==> src/rtl/cbip_pkg.sv <==
// ----------------------------------------------------------------------------
// cbip_pkg
// Shared types and constants for the custom base integer parser: payload
// structs, alphabet configuration bundle, parse phases and character codes.
// ----------------------------------------------------------------------------
`default_nettype none

package cbip_pkg;

   // field and register widths
   localparam int CHAR_W      = 8;
   localparam int VALUE_W     = 32;
   localparam int COUNT_W     = 5;
   localparam int SYM_SLOTS   = 16;
   localparam int DIGIT_W     = 4;
   localparam int CSR_DATA_W  = 64;
   localparam int CSR_INDEX_W = 2;

   // register indexes
   typedef enum logic [CSR_INDEX_W-1:0] {
      CSR_SYMBOLS_LOW  = 2'd0,
      CSR_SYMBOLS_HIGH = 2'd1,
      CSR_SYMBOL_COUNT = 2'd2
   } csr_index_type;

   // parse phases
   typedef enum logic [1:0] {
      PH_SPACE  = 2'd0,
      PH_SIGN   = 2'd1,
      PH_DIGIT  = 2'd2,
      PH_FROZEN = 2'd3
   } phase_type;

   // character codes
   localparam logic [CHAR_W-1:0] CHAR_NUL   = 8'h00;
   localparam logic [CHAR_W-1:0] CHAR_TAB   = 8'h09;
   localparam logic [CHAR_W-1:0] CHAR_LF    = 8'h0A;
   localparam logic [CHAR_W-1:0] CHAR_VT    = 8'h0B;
   localparam logic [CHAR_W-1:0] CHAR_FF    = 8'h0C;
   localparam logic [CHAR_W-1:0] CHAR_CR    = 8'h0D;
   localparam logic [CHAR_W-1:0] CHAR_SPACE = 8'h20;
   localparam logic [CHAR_W-1:0] CHAR_PLUS  = 8'h2B;
   localparam logic [CHAR_W-1:0] CHAR_MINUS = 8'h2D;

   // input item
   typedef struct packed {
      logic [CHAR_W-1:0] ch;
      logic              last;
   } req_type;

   // result item
   typedef struct packed {
      logic signed [VALUE_W-1:0] value;
      logic                      base_invalid;
   } rsp_type;

   // alphabet as seen by the datapath
   typedef struct packed {
      logic [SYM_SLOTS-1:0][CHAR_W-1:0] sym;
      logic [COUNT_W-1:0]               count;
      logic                             invalid;
   } alpha_type;

   // digit lookup result
   typedef struct packed {
      logic               hit;
      logic [DIGIT_W-1:0] value;
   } digit_type;

   function automatic logic is_space(input logic [CHAR_W-1:0] c);
      return (c == CHAR_SPACE) || (c == CHAR_FF) || (c == CHAR_LF) ||
             (c == CHAR_CR) || (c == CHAR_TAB) || (c == CHAR_VT);
   endfunction

endpackage

`default_nettype wire

==> src/rtl/custom_base_integer_parser.sv <==
// ----------------------------------------------------------------------------
// custom_base_integer_parser
// A last byte is registered at input; its result in the result register.
// Throughput: one byte per cycle unless a last byte meets a stalled full
// result register; byte-to-byte limit is the accumulator multiply-add loop.
// Reset: synchronous, active high; clears alphabet registers (base invalid)
// and the parse state, and empties the input and result registers.
// ----------------------------------------------------------------------------
`default_nettype none

module custom_base_integer_parser #(
   parameter int MAX_SYMBOLS = 16
) (
   input  logic                             clock,
   input  logic                             reset,
   input  logic                             req_valid,
   output logic                             req_ready,
   input  cbip_pkg::req_type                req_payload,
   output logic                             rsp_valid,
   input  logic                             rsp_ready,
   output cbip_pkg::rsp_type                rsp_payload,
   input  logic                             csr_we,
   input  logic [cbip_pkg::CSR_INDEX_W-1:0] csr_index,
   input  logic [cbip_pkg::CSR_DATA_W-1:0]  csr_wdata
);
   import cbip_pkg::*;

   logic      s1_valid_ff, s1_valid_in;
   req_type   s1_item_ff, s1_item_in;
   logic      rsp_valid_ff, rsp_valid_in;
   rsp_type   rsp_item_ff, rsp_item_in;
   logic      s1_advance, req_xfer, rsp_load;
   alpha_type alpha;
   digit_type digit;
   rsp_type   parse_result;

   cbip_csr #(.MAX_SYMBOLS(MAX_SYMBOLS)) u_csr (
      .clock     (clock),
      .reset     (reset),
      .csr_we    (csr_we),
      .csr_index (csr_index),
      .csr_wdata (csr_wdata),
      .alpha     (alpha)
   );

   cbip_digit #(.MAX_SYMBOLS(MAX_SYMBOLS)) u_digit (
      .ch    (s1_item_ff.ch),
      .alpha (alpha),
      .digit (digit)
   );

   cbip_parse u_parse (
      .clock  (clock),
      .reset  (reset),
      .fire   (s1_advance),
      .item   (s1_item_ff),
      .digit  (digit),
      .alpha  (alpha),
      .result (parse_result)
   );

   // input stage moves on unless a last byte hits a stalled result register
   assign s1_advance = s1_valid_ff && (!s1_item_ff.last || !rsp_valid_ff || rsp_ready);
   assign req_ready  = !s1_valid_ff || s1_advance;
   assign req_xfer   = req_valid && req_ready;
   assign rsp_load   = s1_advance && s1_item_ff.last;

   // next values for input and result registers
   always_comb begin
      s1_valid_in  = req_xfer || (s1_valid_ff && !s1_advance);
      s1_item_in   = req_xfer ? req_payload : s1_item_ff;
      rsp_valid_in = rsp_load || (rsp_valid_ff && !rsp_ready);
      rsp_item_in  = rsp_load ? parse_result : rsp_item_ff;
   end

   // control registers
   always_ff @(posedge clock) begin
      if (reset) begin
         s1_valid_ff  <= 1'b0;
         rsp_valid_ff <= 1'b0;
      end else begin
         s1_valid_ff  <= s1_valid_in;
         rsp_valid_ff <= rsp_valid_in;
      end
   end

   // payload registers
   always_ff @(posedge clock) begin
      s1_item_ff  <= s1_item_in;
      rsp_item_ff <= rsp_item_in;
   end

   assign rsp_valid   = rsp_valid_ff;
   assign rsp_payload = rsp_item_ff;

endmodule

`default_nettype wire

==> src/rtl/cbip_csr.sv <==
// ----------------------------------------------------------------------------
// cbip_csr
// Alphabet registers and a registered alphabet validity check (count range,
// forbidden symbols, repeated symbols).
// ----------------------------------------------------------------------------
`default_nettype none

module cbip_csr #(
   parameter int MAX_SYMBOLS = 16
) (
   input  logic                             clock,
   input  logic                             reset,
   input  logic                             csr_we,
   input  logic [cbip_pkg::CSR_INDEX_W-1:0] csr_index,
   input  logic [cbip_pkg::CSR_DATA_W-1:0]  csr_wdata,
   output cbip_pkg::alpha_type              alpha
);
   import cbip_pkg::*;

   logic [CSR_DATA_W-1:0]            sym_low_ff, sym_low_in;
   logic [CSR_DATA_W-1:0]            sym_high_ff, sym_high_in;
   logic [COUNT_W-1:0]               count_ff, count_in;
   logic                             invalid_ff, invalid_in;
   logic [SYM_SLOTS-1:0][CHAR_W-1:0] sym;

   assign sym = {sym_high_ff, sym_low_ff};

   // register write decode
   always_comb begin
      sym_low_in  = sym_low_ff;
      sym_high_in = sym_high_ff;
      count_in    = count_ff;
      if (csr_we) begin
         case (csr_index)
            CSR_SYMBOLS_LOW:  sym_low_in  = csr_wdata;
            CSR_SYMBOLS_HIGH: sym_high_in = csr_wdata;
            CSR_SYMBOL_COUNT: count_in    = csr_wdata[COUNT_W-1:0];
            default: ;
         endcase
      end
   end

   // alphabet check over the symbols in use
   always_comb begin
      invalid_in = (count_ff < COUNT_W'(2)) || (count_ff > COUNT_W'(MAX_SYMBOLS));
      for (int i = 0; i < MAX_SYMBOLS; i++) begin
         if (COUNT_W'(i) < count_ff) begin
            if ((sym[i] == CHAR_NUL) || (sym[i] == CHAR_PLUS) || (sym[i] == CHAR_MINUS)) begin
               invalid_in = 1'b1;
            end
            for (int j = i + 1; j < MAX_SYMBOLS; j++) begin
               if ((COUNT_W'(j) < count_ff) && (sym[i] == sym[j])) begin
                  invalid_in = 1'b1;
               end
            end
         end
      end
   end

   always_ff @(posedge clock) begin
      if (reset) begin
         sym_low_ff  <= '0;
         sym_high_ff <= '0;
         count_ff    <= '0;
         invalid_ff  <= 1'b1;
      end else begin
         sym_low_ff  <= sym_low_in;
         sym_high_ff <= sym_high_in;
         count_ff    <= count_in;
         invalid_ff  <= invalid_in;
      end
   end

   assign alpha.sym     = sym;
   assign alpha.count   = count_ff;
   assign alpha.invalid = invalid_ff;

endmodule

`default_nettype wire

==> src/rtl/cbip_digit.sv <==
// ----------------------------------------------------------------------------
// cbip_digit
// Digit lookup: parallel compare of one byte against the symbols in use,
// lowest matching position wins, a zero byte never matches.
// ----------------------------------------------------------------------------
`default_nettype none

module cbip_digit #(
   parameter int MAX_SYMBOLS = 16
) (
   input  logic [cbip_pkg::CHAR_W-1:0] ch,
   input  cbip_pkg::alpha_type         alpha,
   output cbip_pkg::digit_type         digit
);
   import cbip_pkg::*;

   // scan from the top so the lowest hit lands last
   always_comb begin
      digit.hit   = 1'b0;
      digit.value = '0;
      for (int i = MAX_SYMBOLS - 1; i >= 0; i--) begin
         if ((COUNT_W'(i) < alpha.count) && (alpha.sym[i] == ch) && (ch != CHAR_NUL)) begin
            digit.hit   = 1'b1;
            digit.value = DIGIT_W'(i);
         end
      end
   end

endmodule

`default_nettype wire

==> src/rtl/cbip_parse.sv <==
// ----------------------------------------------------------------------------
// cbip_parse
// Parse state (phase, sign, accumulator) and the per-byte update:
// whitespace skip, sign toggling, multiply-add of digits, freeze.
// ----------------------------------------------------------------------------
`default_nettype none

module cbip_parse (
   input  logic                clock,
   input  logic                reset,
   input  logic                fire,
   input  cbip_pkg::req_type   item,
   input  cbip_pkg::digit_type digit,
   input  cbip_pkg::alpha_type alpha,
   output cbip_pkg::rsp_type   result
);
   import cbip_pkg::*;

   phase_type            phase_ff, phase_in, ph;
   logic                 neg_ff, neg_in, neg;
   logic [VALUE_W-1:0]   acc_ff, acc_in, acc;
   logic [VALUE_W-1:0]   product;

   // accumulator times base
   assign product = acc_ff * {{(VALUE_W-COUNT_W){1'b0}}, alpha.count};

   // one byte through the phases
   always_comb begin
      ph  = phase_ff;
      neg = neg_ff;
      acc = acc_ff;
      if ((ph == PH_SPACE) && !is_space(item.ch)) begin
         ph = PH_SIGN;
      end
      if (ph == PH_SIGN) begin
         if ((item.ch == CHAR_PLUS) || (item.ch == CHAR_MINUS)) begin
            if (item.ch == CHAR_MINUS) begin
               neg = ~neg;
            end
         end else begin
            ph = PH_DIGIT;
         end
      end
      if (ph == PH_DIGIT) begin
         if (!digit.hit) begin
            ph = PH_FROZEN;
         end else begin
            acc = product + {{(VALUE_W-DIGIT_W){1'b0}}, digit.value};
         end
      end
   end

   // result for a last byte
   always_comb begin
      result.base_invalid = alpha.invalid;
      if (alpha.invalid) begin
         result.value = '0;
      end else if (neg) begin
         result.value = VALUE_W'(0) - acc;
      end else begin
         result.value = acc;
      end
   end

   // state clears after a last byte
   always_comb begin
      phase_in = phase_ff;
      neg_in   = neg_ff;
      acc_in   = acc_ff;
      if (fire) begin
         if (item.last) begin
            phase_in = PH_SPACE;
            neg_in   = 1'b0;
            acc_in   = '0;
         end else begin
            phase_in = ph;
            neg_in   = neg;
            acc_in   = acc;
         end
      end
   end

   always_ff @(posedge clock) begin
      if (reset) begin
         phase_ff <= PH_SPACE;
         neg_ff   <= 1'b0;
         acc_ff   <= '0;
      end else begin
         phase_ff <= phase_in;
         neg_ff   <= neg_in;
         acc_ff   <= acc_in;
      end
   end

endmodule

`default_nettype wire

==> config.mk <==
export PLATFORM = sky130hd
export DESIGN_NAME = custom_base_integer_parser
export DESIGN_NICKNAME = d
export VERILOG_FILES = /design/src/rtl/cbip_pkg.sv /design/src/rtl/custom_base_integer_parser.sv /design/src/rtl/cbip_csr.sv /design/src/rtl/cbip_digit.sv /design/src/rtl/cbip_parse.sv
export SDC_FILE = /design/constraint.sdc
export NUM_CORES = 2
export LEC_CHECK = 0
export BUFFER_PORTS_ARGS = -buffer_cell sky130_fd_sc_hd__buf_2
export CORE_AREA = 2 2 230 232
export CTS_CLUSTER_SIZE = 28
export DETAILED_ROUTE_END_ITERATION = 10
export DIE_AREA = 0 0 232 234
export GPL_ROUTABILITY_DRIVEN = 0
export PLACE_DENSITY = 0.71
export SYNTH_ARGS = -nofsm -noshare
export SYNTH_HDL_FRONTEND = slang
export SYNTH_SLANG_ARGS = --single-unit
==> constraint.sdc <==
create_clock -name clock -period 7.6 [get_ports clock]
set_clock_uncertainty 0.05 [all_clocks]
set_input_delay 0.76 -clock clock [delete_from_list [all_inputs] [get_ports clock]]
set_output_delay 0.76 -clock clock [all_outputs]
set_load 0.03 [all_outputs]
==> results.yml <==
timing:
  fmax_ghz: 0.139
  tightest_slew_ps: 1210
  fin_crit_sh_pct: 94.4
  period_minus_slack_ps: 7180
  fin_setup_tns_ps: 0
  whs_ps: 308
  drv_slew: 0
  rsz0062_at_grt: "no"
  hold_viol_final: 0
  setup_viol: 0
  slew_headroom_pct: 19.2
global_route:
  grt_max_degree: 92
  grt_pass1_wl_mm: 171
  grtUsageTotal_pct: 41.7
  first_global_vias: 26252
  grt_overflow: 0
  antenna_found_initial: 6
placed_design:
  io_buffer_count: 114
  hpwl_mm: 74.7
worst_setup_path:
  cp-end-kind: "register"
  cp_data_required_time_ps: 7970
  arrival_ps: 7550
  r2r_slack_ps: 420
  critPathLaunchType: "register"
  worstPathMaxFanout: 18
  critPathKind: "register to register"
clock_network:
  h-tree-depth: 1
  clk_path_buf_depth: 3
  clk_latency_ps: 580
  cts_buffers: 27
  cts_tree: "built"
  path_clk_slew_ps: 60
  cts.sinks: 213
  cts_root_buf: "clkbuf_16"
logic_synthesis:
  yosysTopAreaCell: "xnor2_1"
  netlist_area_um2: 28300
  synth-main-ff-cell: "dfxtp_1"
  async_reset_ff_share_pct: 0
  synth_commonest_cells: "xnor2_1, xor2_1, nand2_1"
  synthMostInstantiatedCell: "xnor2_1"
  yosys_warnings: 0
  synthesis.nets: 3860
  avgSynthCellArea_um2: 7.78
  ys_ff_latch: 213
  ys_types: 87
  ys_seq_area_share_pct: 16.6
  syn_inst: 3631
  synth-edff-count: 42
  yosysTopAreaCellShare_pct: 21.8
  synth.area.top_cells: "xnor2_1, xor2_1, dfxtp_1"
run:
  cap_violations: 0
routing:
  vias: 28114
  vias_per_cell: 6.57
  route.detailed.drc: 0
  first_iter_violations: 4226
  wire_per_inst_um: 26.8
  drt_first_pass_iters: 6
  final_antenna_net_count: 0
  wl_mm: 115
cells_and_area:
  multi_input_area_um2: 21700
  num-fill-cells: 4726
  final_nets: 3798
  layout.area.seq_um2: 4690
  drive_above_1_share_pct: 10.5
  syn2layout_area_growth_pct: 8.01
floorplan:
  initial_core_util_pct: 54.3
  ios: 115
  design.core.area_um2: 52000
  die_w_um: 232
  die_area_um2: 54300
  fp-row-count: 84
  die_y_um: 234
power:
  cellPowerDensity_nw_per_um2: 118
  ir_worst_vdd_mv: 0.134
  power.leakage_nw: 12.8
hold_path:
  hold_class: "primary input to register"
status:
  status: "complete, no violations"
[logic make-up after synthesis]
| kind of cell | count (synthesis) | share of synthesized area [%] |
|---|---|---|
| AO/OA/AOI/OAI | 437 | 9.76 |
| XOR/XNOR | 1151 | 35.8 |
| adder cells (fa/ha/maj) | 150 | 8.92 |
| buffers and inverters | 495 | 6.83 |
| flip-flops | 213 | 16.6 |
| multiplexers | 43 | 1.56 |
| AND/OR/NAND/NOR | 1142 | 20.6 |
[repair_timing]
item,in CTS,in global routing
setup buffers,0,3
gates resized for setup,0,4
hold buffers,0,0
endpoints found under the setup margin,0,4
[power breakdown]
| group | internal, mW | switching, mW |
|---|---|---|
| Combinational | 0.392 | 0.622 |
| Sequential | 1.18 | 0.0475 |
| Clock | 0.788 | 0.560 |
[metrics by stage]
step / util, % / std cells / worst slack, ps / power (mW) / instance area, µm²
final: 58.7 / 4280 / 423 / 3.59 / 30500
after detailed placement: 56.8 / 4225 / 363 / 2.21 / 29600
after global routing: 58.7 / 4280 / 86.6 / 3.68 / 30500
after global placement: 56.8 / 4225 / 502 / 2.19 / 29600
after floorplan: - / 3631 / 1090 / 1.92 / 28300
after CTS: 58.6 / 4275 / 346 / 3.53 / 30500
[registers in the layout, summed over array words and instances, names as in the netlist]
signal	flops
u_csr.sym_high_ff	64
u_csr.sym_low_ff	64
rsp_payload	33
u_parse.acc_ff	32
s1_item_ff	9
u_csr.count_ff	5
u_parse.phase_ff	2
rsp_valid	1
s1_valid_ff	1
u_csr.invalid_ff	1
u_parse.neg_ff	1
[worst paths after layout]
kind / from / to / cells after the start
setup / recovery: s1_item_ff[6]$_DFFE_PP_ / rsp_payload[30]$_SDFFCE_PP0P_ / 25
hold / removal: req_payload[4] / s1_item_ff[4]$_DFFE_PP_ / 1
setup reg to reg: s1_item_ff[6]$_DFFE_PP_ / rsp_payload[30]$_SDFFCE_PP0P_ / 25
hold reg to reg: u_parse.phase_ff[0]$_SDFFE_PP0P_ / u_parse.phase_ff[0]$_SDFFE_PP0P_ / 2
[area by class of cell]
type / instances / area share [%]
inverters: 106 / 1.30
repair buffers: 298 / 6.41
diodes: 2 / 0.0164
multi-input cells: 2923 / 71.1
well taps: 688 / 2.82
flip-flops and latches: 213 / 15.4
clock inverters: 10 / 0.295
clock buffers: 40 / 2.71
[per-layer routing]
layer  up-vias  track usage, %  wire length, µm
li1      12080               -                -
met3       669            14.6            17400
met1     13122            51.9            41100
met4        10            28.8            10100
met2      2233            60.3            46000
met5         -           0.446              135
[worst max-delay path, stage by stage (launching register included)]
cell and delay, ps:
edfxtp_1 470, buf_4 350, xnor2_1 170, nand4_1 90
or4_1 470, and4_1 300, nand2b_1 160, nand2_1 60
nand2_1 80, fa_1 540, inv_1 40, ha_1 270
ha_1 280, ha_1 190, inv_1 70, fa_1 450
nand2b_1 180, nand2b_1 70, a21oi_1 70, xnor2_1 190
or4_1 600, nor3_1 190, a41oi_1 360, or4_1 720
or4_1 490, o211ai_1 110
[layout by cell type (no fill, tap or decap), types with 12 or more instances in the layout]
cell type,n
mux2i_1,36
or4_1,39
or3_1,14
and2_1,70
nor2b_1,12
a31oi_1,43
nand4_1,166
ha_1,63
xnor2_1,702
a21oi_1,197
nand2_1,395
a21o_1,12
nor4_1,137
nand3_1,60
nor2_1,129
nor3_1,74
xor2_1,446
buf_4,184
edfxtp_1,42
clkbuf_16,29
fa_1,86
buf_2,113
a22oi_1,27
dfxtp_1,169
o21ai_0,32
inv_1,106
Note: power is estimated with default switching activity, not from simulation.
